===== src/top_pkg.sv =====
// Package for the tree object parser: sizes, byte role and status codes,
// and the payload structs for the input and result channels. No dependencies.
package top_pkg;

    // Sizing of the parsed format
    localparam int MAX_ENTRIES   = 1024;
    localparam int DIGEST_BYTES  = 32;
    localparam int NAME_CAPACITY = 256;

    // Mode field holds at most this many bytes before the space
    localparam int MODE_MAX_LEN  = 15;

    localparam int FIELD_CNT_W   = 8;
    localparam int ENTRY_CNT_W   = $clog2(MAX_ENTRIES + 1);
    localparam int ENTRY_NUM_W   = 10;
    localparam int MODE_W        = 32;

    localparam logic [FIELD_CNT_W-1:0] MODE_LAST = FIELD_CNT_W'(MODE_MAX_LEN);
    localparam logic [FIELD_CNT_W-1:0] NAME_LAST = FIELD_CNT_W'(NAME_CAPACITY - 1);
    localparam logic [FIELD_CNT_W-1:0] HASH_LAST = FIELD_CNT_W'(DIGEST_BYTES - 1);
    localparam logic [ENTRY_CNT_W-1:0] ENTRY_LIMIT = ENTRY_CNT_W'(MAX_ENTRIES);

    // Separator and digit characters
    localparam logic [7:0] CHAR_SPACE = 8'h20;
    localparam logic [7:0] CHAR_NUL   = 8'h00;
    localparam logic [7:0] CHAR_ZERO  = 8'h30;
    localparam logic [7:0] CHAR_SEVEN = 8'h37;

    typedef enum logic [2:0] {
        ROLE_MODE = 3'd0,
        ROLE_SEP  = 3'd1,
        ROLE_NAME = 3'd2,
        ROLE_HASH = 3'd3,
        ROLE_IGN  = 3'd4
    } role_t;

    typedef enum logic [1:0] {
        STAT_CONT = 2'd0,
        STAT_OK   = 2'd1,
        STAT_FAIL = 2'd2
    } status_t;

    typedef struct packed {
        logic [7:0] data_byte;
        logic       buffer_end;
    } in_beat_t;

    typedef struct packed {
        logic [2:0]             byte_role;
        logic [7:0]             byte_value;
        logic [FIELD_CNT_W-1:0] field_position;
        logic [ENTRY_NUM_W-1:0] entry_number;
        logic [MODE_W-1:0]      entry_mode;
        logic                   entry_complete;
        logic [1:0]             end_status;
    } out_beat_t;

endpackage


===== src/top_in_if.sv =====
// Input channel of the tree object parser: valid/ready plus one byte beat.
// Depends on top_pkg for the payload type.
interface top_in_if;
    logic              valid;
    logic              ready;
    top_pkg::in_beat_t payload;

    modport source (output valid, output payload, input ready);
    modport sink   (input valid, input payload, output ready);
endinterface


===== src/top_out_if.sv =====
// Result channel of the tree object parser: valid/ready plus one tagged byte.
// Depends on top_pkg for the payload type.
interface top_out_if;
    logic               valid;
    logic               ready;
    top_pkg::out_beat_t payload;

    modport source (output valid, output payload, input ready);
    modport sink   (input valid, input payload, output ready);
endinterface


===== src/tree_object_parser.sv =====
// Top level of the tree object parser: per-byte tagging of a tree buffer.
// Depends on top_pkg, top_in_if and top_out_if.
//
// Usage:
//   in_ch carries one buffer byte per beat, with buffer_end set on the
//   final byte of a buffer. out_ch returns exactly one beat per input
//   beat: the byte's role, its offset within its field, the entry index,
//   the mode value built so far, an entry-complete flag, and on the final
//   byte the parse status (success or failure).
//   A byte accepted at a clock edge shows on out_ch right after that edge,
//   from the result register. The parser takes one byte per cycle while the
//   receiver does not stall; the parse state update is a single shallow step
//   from the state registers to the result register.
//   When the receiver stalls, the result register holds its beat and
//   in_ch.ready stays high only while that register is empty or is being
//   taken in the same cycle, so no beat is lost.
//   Reset clears the parse state to the start of a mode field and empties
//   the result register. After each final byte the parse state returns to
//   that same start, ready for the next buffer.
module tree_object_parser (
    input  logic          clk,
    input  logic          rst_n,
    top_in_if.sink        in_ch,
    top_out_if.source     out_ch
);

    typedef enum logic [1:0] {
        PH_MODE = 2'd0,
        PH_NAME = 2'd1,
        PH_HASH = 2'd2,
        PH_IDLE = 2'd3
    } phase_t;

    phase_t                             phase_reg, phase_next;
    logic [top_pkg::MODE_W-1:0]         mode_acc_reg, mode_acc_next;
    logic                               mode_frozen_reg, mode_frozen_next;
    logic [top_pkg::FIELD_CNT_W-1:0]    field_cnt_reg, field_cnt_next;
    logic [top_pkg::ENTRY_CNT_W-1:0]    entries_reg, entries_next;
    logic                               failed_reg, failed_next;

    logic                               out_valid_reg;
    top_pkg::out_beat_t                 out_beat_reg, out_beat_next;

    logic                               in_fire;
    logic [7:0]                         b;
    logic                               is_octal;

    // Accept a beat while the result register is empty or draining
    assign in_ch.ready    = !out_valid_reg || out_ch.ready;
    assign in_fire        = in_ch.valid && in_ch.ready;
    assign out_ch.valid   = out_valid_reg;
    assign out_ch.payload = out_beat_reg;

    assign b        = in_ch.payload.data_byte;
    assign is_octal = (b >= top_pkg::CHAR_ZERO) && (b <= top_pkg::CHAR_SEVEN);

    // Parse step for one byte
    always_comb
    begin
        phase_next       = phase_reg;
        mode_acc_next    = mode_acc_reg;
        mode_frozen_next = mode_frozen_reg;
        field_cnt_next   = field_cnt_reg;
        entries_next     = entries_reg;
        failed_next      = failed_reg;

        out_beat_next                = '0;
        out_beat_next.byte_role      = top_pkg::ROLE_IGN;
        out_beat_next.byte_value     = b;
        out_beat_next.entry_number   = entries_reg[top_pkg::ENTRY_NUM_W-1:0];
        out_beat_next.end_status     = top_pkg::STAT_CONT;

        unique case (phase_reg)
            PH_MODE:
            begin
                if (b == top_pkg::CHAR_SPACE)
                begin
                    out_beat_next.byte_role = top_pkg::ROLE_SEP;
                    phase_next              = PH_NAME;
                    field_cnt_next          = '0;
                end
                else if (field_cnt_reg >= top_pkg::MODE_LAST)
                begin
                    failed_next = 1'b1;
                    phase_next  = PH_IDLE;
                end
                else
                begin
                    out_beat_next.byte_role      = top_pkg::ROLE_MODE;
                    out_beat_next.field_position = field_cnt_reg;
                    // Shift in an octal digit until the first non-octal byte
                    if (!mode_frozen_reg)
                    begin
                        if (is_octal)
                            mode_acc_next = {mode_acc_reg[top_pkg::MODE_W-4:0], b[2:0]};
                        else
                            mode_frozen_next = 1'b1;
                    end
                    field_cnt_next = field_cnt_reg + 1'b1;
                end
            end
            PH_NAME:
            begin
                if (b == top_pkg::CHAR_NUL)
                begin
                    out_beat_next.byte_role = top_pkg::ROLE_SEP;
                    phase_next              = PH_HASH;
                    field_cnt_next          = '0;
                end
                else if (field_cnt_reg >= top_pkg::NAME_LAST)
                begin
                    failed_next = 1'b1;
                    phase_next  = PH_IDLE;
                end
                else
                begin
                    out_beat_next.byte_role      = top_pkg::ROLE_NAME;
                    out_beat_next.field_position = field_cnt_reg;
                    field_cnt_next               = field_cnt_reg + 1'b1;
                end
            end
            PH_HASH:
            begin
                out_beat_next.byte_role      = top_pkg::ROLE_HASH;
                out_beat_next.field_position = field_cnt_reg;
                if (field_cnt_reg >= top_pkg::HASH_LAST)
                begin
                    out_beat_next.entry_complete = 1'b1;
                    entries_next                 = entries_reg + 1'b1;
                    field_cnt_next               = '0;
                    phase_next = (entries_next >= top_pkg::ENTRY_LIMIT) ? PH_IDLE : PH_MODE;
                end
                else
                begin
                    field_cnt_next = field_cnt_reg + 1'b1;
                end
            end
            PH_IDLE:
            begin
                // Drop bytes after a failure or past the entry limit
            end
            default:
            begin
            end
        endcase

        out_beat_next.entry_mode = mode_acc_next;

        // Start the next entry's mode from zero
        if (out_beat_next.entry_complete)
        begin
            mode_acc_next    = '0;
            mode_frozen_next = 1'b0;
        end

        // Final byte: report status and return to the start of a buffer
        if (in_ch.payload.buffer_end)
        begin
            if (failed_next)
                out_beat_next.end_status = top_pkg::STAT_FAIL;
            else if (phase_next == PH_IDLE || (phase_next == PH_MODE && field_cnt_next == '0))
                out_beat_next.end_status = top_pkg::STAT_OK;
            else
                out_beat_next.end_status = top_pkg::STAT_FAIL;
            phase_next       = PH_MODE;
            mode_acc_next    = '0;
            mode_frozen_next = 1'b0;
            field_cnt_next   = '0;
            entries_next     = '0;
            failed_next      = 1'b0;
        end
    end

    // Hold parse state and the result register
    always_ff @(posedge clk or negedge rst_n)
    begin
        if (!rst_n)
        begin
            phase_reg       <= PH_MODE;
            mode_acc_reg    <= '0;
            mode_frozen_reg <= 1'b0;
            field_cnt_reg   <= '0;
            entries_reg     <= '0;
            failed_reg      <= 1'b0;
            out_valid_reg   <= 1'b0;
        end
        else
        begin
            if (in_fire)
            begin
                phase_reg       <= phase_next;
                mode_acc_reg    <= mode_acc_next;
                mode_frozen_reg <= mode_frozen_next;
                field_cnt_reg   <= field_cnt_next;
                entries_reg     <= entries_next;
                failed_reg      <= failed_next;
                out_valid_reg   <= 1'b1;
            end
            else if (out_ch.ready)
            begin
                out_valid_reg <= 1'b0;
            end
        end
    end

    // Load the result beat without reset
    always_ff @(posedge clk)
    begin
        if (in_fire)
            out_beat_reg <= out_beat_next;
    end

    // A failure always parks the parser until the buffer ends
    a_fail_idle: assert property (@(posedge clk) disable iff (!rst_n)
        failed_reg |-> phase_reg == PH_IDLE)
        else $error("failed flag set outside idle phase");

    // Mode field never grows past its limit
    a_mode_bound: assert property (@(posedge clk) disable iff (!rst_n)
        phase_reg == PH_MODE |-> field_cnt_reg <= top_pkg::MODE_LAST)
        else $error("mode field counter past limit");

    // Every accepted byte yields a result beat next cycle
    a_beat_out: assert property (@(posedge clk) disable iff (!rst_n)
        in_fire |=> out_valid_reg)
        else $error("accepted byte produced no result");

    // Entry completion only marks hash bytes
    a_complete_hash: assert property (@(posedge clk) disable iff (!rst_n)
        out_valid_reg && out_beat_reg.entry_complete
            |-> out_beat_reg.byte_role == top_pkg::ROLE_HASH)
        else $error("entry complete on non-hash byte");

endmodule


===== src/flat_wrapper.sv =====
// flat-port wrapper written by rule: the top's interface ports become plain ports
module tree_object_parser_flat 
  (clk, rst_n, in_ch_valid, in_ch_payload, in_ch_ready, out_ch_valid, out_ch_payload, out_ch_ready);
  top_in_if in_ch_i ();
  top_out_if out_ch_i ();
  input  logic clk;
  input  logic rst_n;
  input wire logic [$bits(in_ch_i.valid)-1:0] in_ch_valid;
  input wire logic [$bits(in_ch_i.payload)-1:0] in_ch_payload;
  output wire logic [$bits(in_ch_i.ready)-1:0] in_ch_ready;
  output wire logic [$bits(out_ch_i.valid)-1:0] out_ch_valid;
  output wire logic [$bits(out_ch_i.payload)-1:0] out_ch_payload;
  input wire logic [$bits(out_ch_i.ready)-1:0] out_ch_ready;
  assign in_ch_i.valid = in_ch_valid;
  assign in_ch_i.payload = in_ch_payload;
  assign in_ch_ready = in_ch_i.ready;
  assign out_ch_valid = out_ch_i.valid;
  assign out_ch_payload = out_ch_i.payload;
  assign out_ch_i.ready = out_ch_ready;
  tree_object_parser u_core (.clk(clk), .rst_n(rst_n), .in_ch(in_ch_i), .out_ch(out_ch_i));
endmodule

===== config.mk =====
export PLATFORM = sky130hd
export DESIGN_NAME = tree_object_parser_flat
export DESIGN_NICKNAME = d
export VERILOG_FILES = /design/src/top_pkg.sv /design/src/top_in_if.sv /design/src/top_out_if.sv /design/src/tree_object_parser.sv /design/src/flat_wrapper.sv
export SDC_FILE = /design/constraint.sdc
export NUM_CORES = 1
export LEC_CHECK = 0
export BUFFER_PORTS_ARGS = -buffer_cell sky130_fd_sc_hd__buf_4
export CAP_MARGIN = 0
export CORE_MARGIN = 1.5
export CORE_UTILIZATION = 55
export DETAILED_ROUTE_END_ITERATION = 6
export PLACE_DENSITY = 0.85
export SLEW_MARGIN = 20
export SYNTH_ARGS = -nofsm -noshare
export SYNTH_HDL_FRONTEND = slang
export SYNTH_SLANG_ARGS = --single-unit

===== constraint.sdc =====
create_clock -name clk -period 5.7 [get_ports clk]
set_input_delay 0.57 -clock clk [delete_from_list [all_inputs] [get_ports clk]]
set_output_delay 0.57 -clock clk [all_outputs]
set_load 0.1 [all_outputs]

# Word level (Yosys, flattened, before mapping)
# Index checks and enable logic that the tools add are counted.
# word_totals
ff_bits	120
input_bits	13
output_inout_bits	66
elab_cells	101
# classes
add_sub_neg	2
order_cmp	6
n_eq_ne	6
muxes	54
bitwise_logic	1
reduce_logical	17
# ops
op	count
$mux 32	7
$mux 8	10
$pmux 8 s3	2
$mux 11	3
$mux 2	9
$logic_not 8->1	2
$mux 1	16
$mux 3	4
$add 11x1->11 const B	1
$ge 11x11->1 const B	1
$pmux 3 s3	1
$add 8x1->8 const B	1
$eq 8x6->1 const B	1
$ge 8x4->1 const B	1
$ge 8x5->1 const B	1
$ge 8x6->1 const B	1
$ge 8x8->1 const B	1
$le 8x6->1 const B	1
$ne 3x2->1 const B	2
$pmux 2 s3	1
$reduce_bool 2->1	3
$eq 2x2->1 const B	2
$logic_not 2->1	2
$reduce_and 4->1	1
other kinds (9)	12

# Depth between registers and ports, before layout
# Gate-level depths: netlist of the first run.
# depth
word_depth	10
ltp_mapped	10
ltp_nobuf	10

# Least setup slack after synthesis of the first run
# No wires, ideal clock.
# synth_timing
kind	register to register
startpoint	reg u_core.out_valid_reg (netlist: u_core.out_ch.valid)
endpoint	reg u_core.entries_reg[8] in the netlist's numbering
setup_ns	0.128
t_arrival_ns	4.317
required_ns	5.572
setup_slack_ns	1.255
stages_incl_launch_ff	9
path_buffers	0
period_less_slack_ns	4.445
cell_sequence	dfrtp_1 > nand2b_1 > nand2_1 > inv_1 > o2111ai_1 > nor2_1 > nand3_1 > xor2_1 > nor2_1
# synth_via
elab_chain_len	4
# synth_lines
element	line	text
start, declared	tree_object_parser.sv:41	logic out_valid_reg;
start signal, assigned	tree_object_parser.sv:185	out_valid_reg <= 1'b0;
start signal, assigned	tree_object_parser.sv:197	out_valid_reg <= 1'b1;
start signal, assigned	tree_object_parser.sv:201	out_valid_reg <= 1'b0;
$logic_not 1->1	tree_object_parser.sv:49	assign in_ch.ready = !out_valid_reg || out_ch.ready;
$logic_or 1x1->1	tree_object_parser.sv:49	
net in_ch_ready	flat_wrapper.sv:10	output wire logic [$bits(in_ch_i.ready)-1:0] in_ch_ready;
$logic_and 1x1->1	tree_object_parser.sv:50	assign in_fire = in_ch.valid && in_ch.ready;
net u_core.in_fire	tree_object_parser.sv:44	logic in_fire;
$reduce_and 3->1 (no line)	-	
end signal, assigned	tree_object_parser.sv:195	entries_reg <= entries_next;
end, declared	tree_object_parser.sv:38	logic [top_pkg::ENTRY_CNT_W-1:0] entries_reg, entries_next;
# The timed path passes the listed nets, and every way through them passes these cells.
# A chain may end at the register's enable or synchronous reset.

# Final worst setup path of the first run
# layout_timing
startpoint	reg u_core.field_cnt_reg[0] in the netlist's numbering
endpoint	reg u_core.out_beat_reg, in the netlist u_core.out_ch.payload[1] (data pin)
# layout_via
elab_chain_len	9
elab_cells_between_ends	28
cone_classes	add/sub: 1; order compare: 3; eq/ne: 1; mux: 19; reduce/logical: 4
# layout_lines
element	line	text
start, declared	tree_object_parser.sv:37	logic [top_pkg::FIELD_CNT_W-1:0] field_cnt_reg, field_cnt_next;
start signal, assigned	tree_object_parser.sv:194	field_cnt_reg <= field_cnt_next;
$add 8x1->8, or another cell as far along	tree_object_parser.sv:99, tree_object_parser.sv:119, tree_object_parser.sv:135	
$mux 8, or another cell as far along	tree_object_parser.sv:110	else if (field_cnt_reg >= top_pkg::NAME_LAST)
$mux 8, or another cell as far along	tree_object_parser.sv:104	if (b == top_pkg::CHAR_NUL)
$pmux 8 s3 / $pmux 2 s3 (equally long branches)	tree_object_parser.sv:73	unique case (phase_reg)
$logic_not 8->1 / $logic_not 2->1 (equally long branches)	tree_object_parser.sv:161	else if (phase_next == PH_IDLE || (phase_next == PH_MODE && field_cnt_next == '0))
$logic_and 1x1->1	tree_object_parser.sv:161	
$logic_or 1x1->1	tree_object_parser.sv:161	
$mux 2	tree_object_parser.sv:161	
$mux 2 (*)	tree_object_parser.sv:159	if (failed_next)
end signal, assigned	tree_object_parser.sv:210	out_beat_reg <= out_beat_next;
end, declared	tree_object_parser.sv:42	top_pkg::out_beat_t out_beat_reg, out_beat_next;
# Mark *: on every way between the ends. The rest lies on a longest branch, timed or not.

==> flow_summary.ini, run 1 <==
[floorplan]
rows = 35
die_area_um2 = 10100
die_width_um = 100
io-pin-count = 79
fp.coreArea_um2 = 9200
die_y_um = 100
start_util = 0.566

[routing]
vias_per_cell = 6.21
num_vias = 3674
wirelength_mm = 11.3
antenna_left = 0
drtPass1Iterations = 6
drtIter0Drc = 254
wire_per_inst_um = 19.1
drc = 0

[global_route]
grt_busiest_layer = met2
grt_pass1_vias = 3477
grt_use_total = 0.232
gr-total-overflow = 0
grt_antenna_before_repair = 0
grtUsageMet2 = 0.366
use_met3 = 0.0564
grt_use_met1 = 0.316
grt_pass1_wl_mm = 17.8
grt_max_degree = 57

[cts]
cts_root_buf = clkbuf_8
clkLatencyLatePin_ps = 520
holdBufCountCts = 0
cts.sink_count = 120
cts_resized = 0
cts_max_path_buffers = 2
cts_made_buffers = 17
postCtsSetupBuffers = 0
path_clk_slew_ps = 60
cts_tree = done
htree_levels = 4

[worst_setup_path]
start_kind = register
r2r_slack_ps = 2610
cp.required_ps = 5960
cp.arrival_ps = 3350
crit_fanout = 34
end_kind = register
r2r-end = u_core.out_ch.payload[1]
crit_type = register to register
ff2ff_path_depth = 8
rr_startpoint = u_core.field_cnt_reg[0]

[timing]
hold_viol_final = 0
relSlewSlack = 0.396
setup_violations = 0
layout_setup_ws_ps = 2610
rsz0062_at_grt = false
fin_hold_ws_ps = 102
skew_ps = 9.65
period_needed_ps = 3090
worst_slew_pin_slew_ps = 905
fin_tns_setup_ps = 0
finalCritPeriodShare = 0.543
fmax_mhz = 323
slew_violations = 0

[logic_synthesis]
synth_xor_area_frac = 0.0185
synth_adder_area_share = 0.00962
synthMuxAreaShare = 0.0693
synth_compound_area_frac = 0.144
seq_area_frac_synth = 0.639
async_flop_share = 0.467
netlist_top_cells_count = 64 x edfxtp_1, 56 x dfrtp_1, 34 x a32o_1, 32 x mux2_2, 28 x nand2_1
yosysMostFrequentCell = edfxtp_1
netlist_top_cells_area = edfxtp_1 37%, dfrtp_1 27%, mux2_2 6.9%
syn_nets = 405
ys_ff_latch = 120
synth_top_cell_area_share = 0.369
yosys.area.top_type = edfxtp_1
synthSimpleGateAreaFrac = 0.0991
synth-edff-count = 64
synth_ff_type = edfxtp_1
syn-cell-area_um2 = 5200
yosys_warnings = 0
synthDistinctLibCells = 52
avgSynthCellArea_um2 = 13.4
synthCells = 388
synth_top_family_by_area = compound AO/OA/AOI/OAI gates

[cells_and_area]
area_growth_pct = 24.7
nFillCells = 632
largest_reg_flops = 64
final_cell_area_um2 = 6490
nNetsFinal = 485
drive_gt1_frac = 0.322
seq_area_um2 = 3320
post_layout_nonfiller_instances = 592
num_antenna_cells = 0
multiInputGateArea_um2 = 1770

[placed_design]
portBuffers = 78
hpwl_mm = 7.10
place_inst = 560
placed_area_um2 = 5880
place_ws_ps = 2490
gp_congestion = 0.987

[worst_hold_path]
min_path_type = primary input to asynchronous set/reset pin

[outcome]
status = completed

[pwr]
irDropWorstVdd_v = 0.000205
p_leak_nw = 2.74
powerDensity_nw_per_um2 = 397

[flow_run]
cap_violations = 0
per-layer routing:
| metal | vias to the layer above | share of wire | wire, um |
|---|---|---|---|
| met5 | - | 0 | 0 |
| met4 | 0 | 0.017 | 193 |
| met3 | 21 | 0.063 | 711 |
| met2 | 168 | 0.49 | 5570 |
| met1 | 1817 | 0.43 | 4810 |
| li1 | 1668 | - | - |
layout make-up:
cell class | count | area share
flip-flops and latches | 120 | 0.512
inverters | 7 | 0.00405
multi-input cells | 239 | 0.273
clock inverters | 15 | 0.0293
well taps | 111 | 0.0214
clock buffers | 17 | 0.0638
repair buffers | 83 | 0.0960
cells in the final DEF, fill, tap and decap left out, types with 5 or more instances in the layout:
master / instances
a32o_1: 34
clkbuf_16: 16
nor3_1: 8
o21ai_0: 15
xor2_1: 7
inv_6: 5
a21oi_1: 10
nand2_1: 28
nand2b_1: 5
buf_4: 83
nor2_1: 14
a22o_1: 5
dfrtp_1: 56
nand3_1: 13
and2_1: 10
mux2_2: 32
edfxtp_1: 64
how the worst max path moves through the flow:
stage	from	endpoint	slack (ps)	cells after the start
2_1_floorplan	u_core.out_ch.valid	u_core.entries_reg[8]	1250	8
3_3_place_gp	in_ch_payload[2]	u_core.out_ch.payload[1]	2510	8
3_5_place_dp	in_ch_payload[2]	u_core.out_ch.payload[1]	2490	8
4_1_cts	u_core.field_cnt_reg[0]	u_core.out_ch.payload[1]	2680	8
5_1_grt	u_core.field_cnt_reg[0]	u_core.out_ch.payload[1]	2420	10
6_report	u_core.field_cnt_reg[0]	u_core.out_ch.payload[1]	2610	8
logic make-up after synthesis:
kind of cell             count (synthesis)
XOR/XNOR                                11
multiplexers                            32
buffers and inverters                   29
AO/OA/AOI/OAI                           92
flip-flops                             120
AND/OR/NAND/NOR                        100
adder cells (fa/ha/maj)                  4
stage by stage:
stage	util	total power, mW
after global routing	0.706	2.66
after floorplan	-	1.39
after detailed placement	0.640	1.51
after global placement	0.640	1.51
after CTS	0.706	2.59
final	0.706	2.58
power breakdown:
group / switching (mW) / total (mW) / leakage (nW) / internal (mW)
registers: 0.0509 / 1.02 / 1.40 / 0.970
logic: 0.354 / 0.474 / 1.04 / 0.119
clock network: 0.406 / 1.08 / 0.294 / 0.677
total: 0.811 / 2.58 / 2.74 / 1.77
critical path, stage by stage, from the launching register on:
cell and delay (ps):
dfrtp_1 520, ha_1 270, nand4_1 170, a21oi_1 670, clkinv_1 150, buf_4 280, o221ai_1 400, nand3_1 160
and3_1 220
No activity file was read; power rests on OpenSTA's default activity.
==> inputs of run 2 (changes only) <==
==> constraint.sdc (replaced) <==
create_clock -name clk -period 3.2 [get_ports clk]
set_input_delay 0.32 -clock clk [delete_from_list [all_inputs] [get_ports clk]]
set_output_delay 0.32 -clock clk [all_outputs]
set_load 0.1 [all_outputs]
==> flow_summary.ini, run 2 (synthesis gave the netlist of run 1 again) <==
[outcome]
status = completed

[timing]
fmax_mhz = 350
layout_setup_ws_ps = 341
worst_slew_pin_slew_ps = 744
period_needed_ps = 2860
rsz0062_at_grt = false
finalCritPeriodShare = 0.893
relSlewSlack = 0.504
skew_ps = 10.1
hold_viol_final = 0
setup_violations = 0
fin_tns_setup_ps = 0
fin_hold_ws_ps = 14.2
slew_violations = 0

[floorplan]
io-pin-count = 79
fp.coreArea_um2 = 9200
rows = 35
start_util = 0.566
die_y_um = 100
die_area_um2 = 10100
die_width_um = 100

[routing]
wire_per_inst_um = 19.1
wirelength_mm = 11.5
vias_per_cell = 6.18
antenna_left = 0
drtIter0Drc = 265
drtPass1Iterations = 7
drc = 0
num_vias = 3728

[pwr]
p_leak_nw = 2.77
irDropWorstVdd_v = 0.000439
powerDensity_nw_per_um2 = 685
p_total_mw = 4.49

[cts]
cts_root_buf = clkbuf_8
cts_made_buffers = 17
cts.sink_count = 120
cts_tree = done
cts_resized = 0
cts_max_path_buffers = 2
clkLatencyLatePin_ps = 520
path_clk_slew_ps = 60
htree_levels = 4

[worst_setup_path]
cp.required_ps = 3460
cp.arrival_ps = 3120
crit_fanout = 6
end_kind = register
crit_type = primary input to register
start_kind = primary input

[placed_design]
gp_congestion = 0.962
portBuffers = 78
hpwl_mm = 7.38
place_ws_ps = 257
placed_area_um2 = 5950
place_inst = 567

[global_route]
grt_antenna_before_repair = 0
grt_use_total = 0.238
grt_max_degree = 57
gr-total-overflow = 0
grt_pass1_wl_mm = 18.2
grt_pass1_vias = 3569

[cells_and_area]
finish.utilization = 0.713
area_growth_pct = 26.0
nNetsFinal = 496
final_cell_area_um2 = 6560
layout_commonest_cell = buf_4
post_layout_nonfiller_instances = 603
drive_gt1_frac = 0.331
largest_reg_flops = 64
num_antenna_cells = 0
final_cell_mix = 90 x buf_4, 64 x edfxtp_1, 55 x dfrtp_1

[flow_run]
cap_violations = 0

[worst_hold_path]
min_path_type = primary input to register
[run 2: metal layers]
metal,wire (um),global-route usage,up-vias
li1,-,-,1702
met1,5040,0.325,1854
met2,5580,0.371,151
met3,628,0.0501,21
met4,274,0.103,0
met5,0,0,-
[run 2: worst paths after layout]
kind	from	cells after the start	to	slack [ps]
setup / recovery	in_ch_payload[4]	9	u_core.out_ch.payload[1]	340
max in group asynchronous	rst_n	2	u_core.out_ch.valid	2240
setup reg to reg	u_core.field_cnt_reg[1]	9	u_core.out_ch.payload[1]	380
hold / removal	in_ch_valid	2	u_core.out_ch.valid	10
hold reg to reg	u_core.mode_acc_reg[31]	1	u_core.mode_acc_reg[31]	490
min in group asynchronous	rst_n	2	u_core.entries_reg[3]	410
[run 2: what timing repair did]
action | CTS | global route
hold buffers | 4 | 0
buffers inserted | 0 | 0
endpoints found under the hold margin | 59 | 0
endpoints found under the setup margin | 0 | 0
[run 2: final cells by class]
class                      instances  area (um^2)
sequential                       120         3330
inverter                           7         30.0
timing repair buffer              94          716
multi-input combinational        239         1780
clock inverter                    14          148
clock buffer                      18          418
tap                              111          139
fill                             633         2640
[run 2: critical path, cell delays in order]
cell and delay [ps]:
dlygate4sd3_1 530, buf_4 140, or3_1 440, o31a_1 340
a222oi_1 510, inv_2 100, a2111oi_2 380, nand4_1 170
and3_1 190
[run 2: where the power goes]
| group | leakage (nW) | switching (mW) | internal [mW] | total [mW] |
|---|---|---|---|---|
| combinational | 1.09 | 0.646 | 0.223 | 0.869 |
| clock | 0.276 | 0.706 | 1.11 | 1.82 |
| sequential | 1.40 | 0.0780 | 1.73 | 1.81 |
| total | 2.77 | 1.43 | 3.06 | 4.49 |
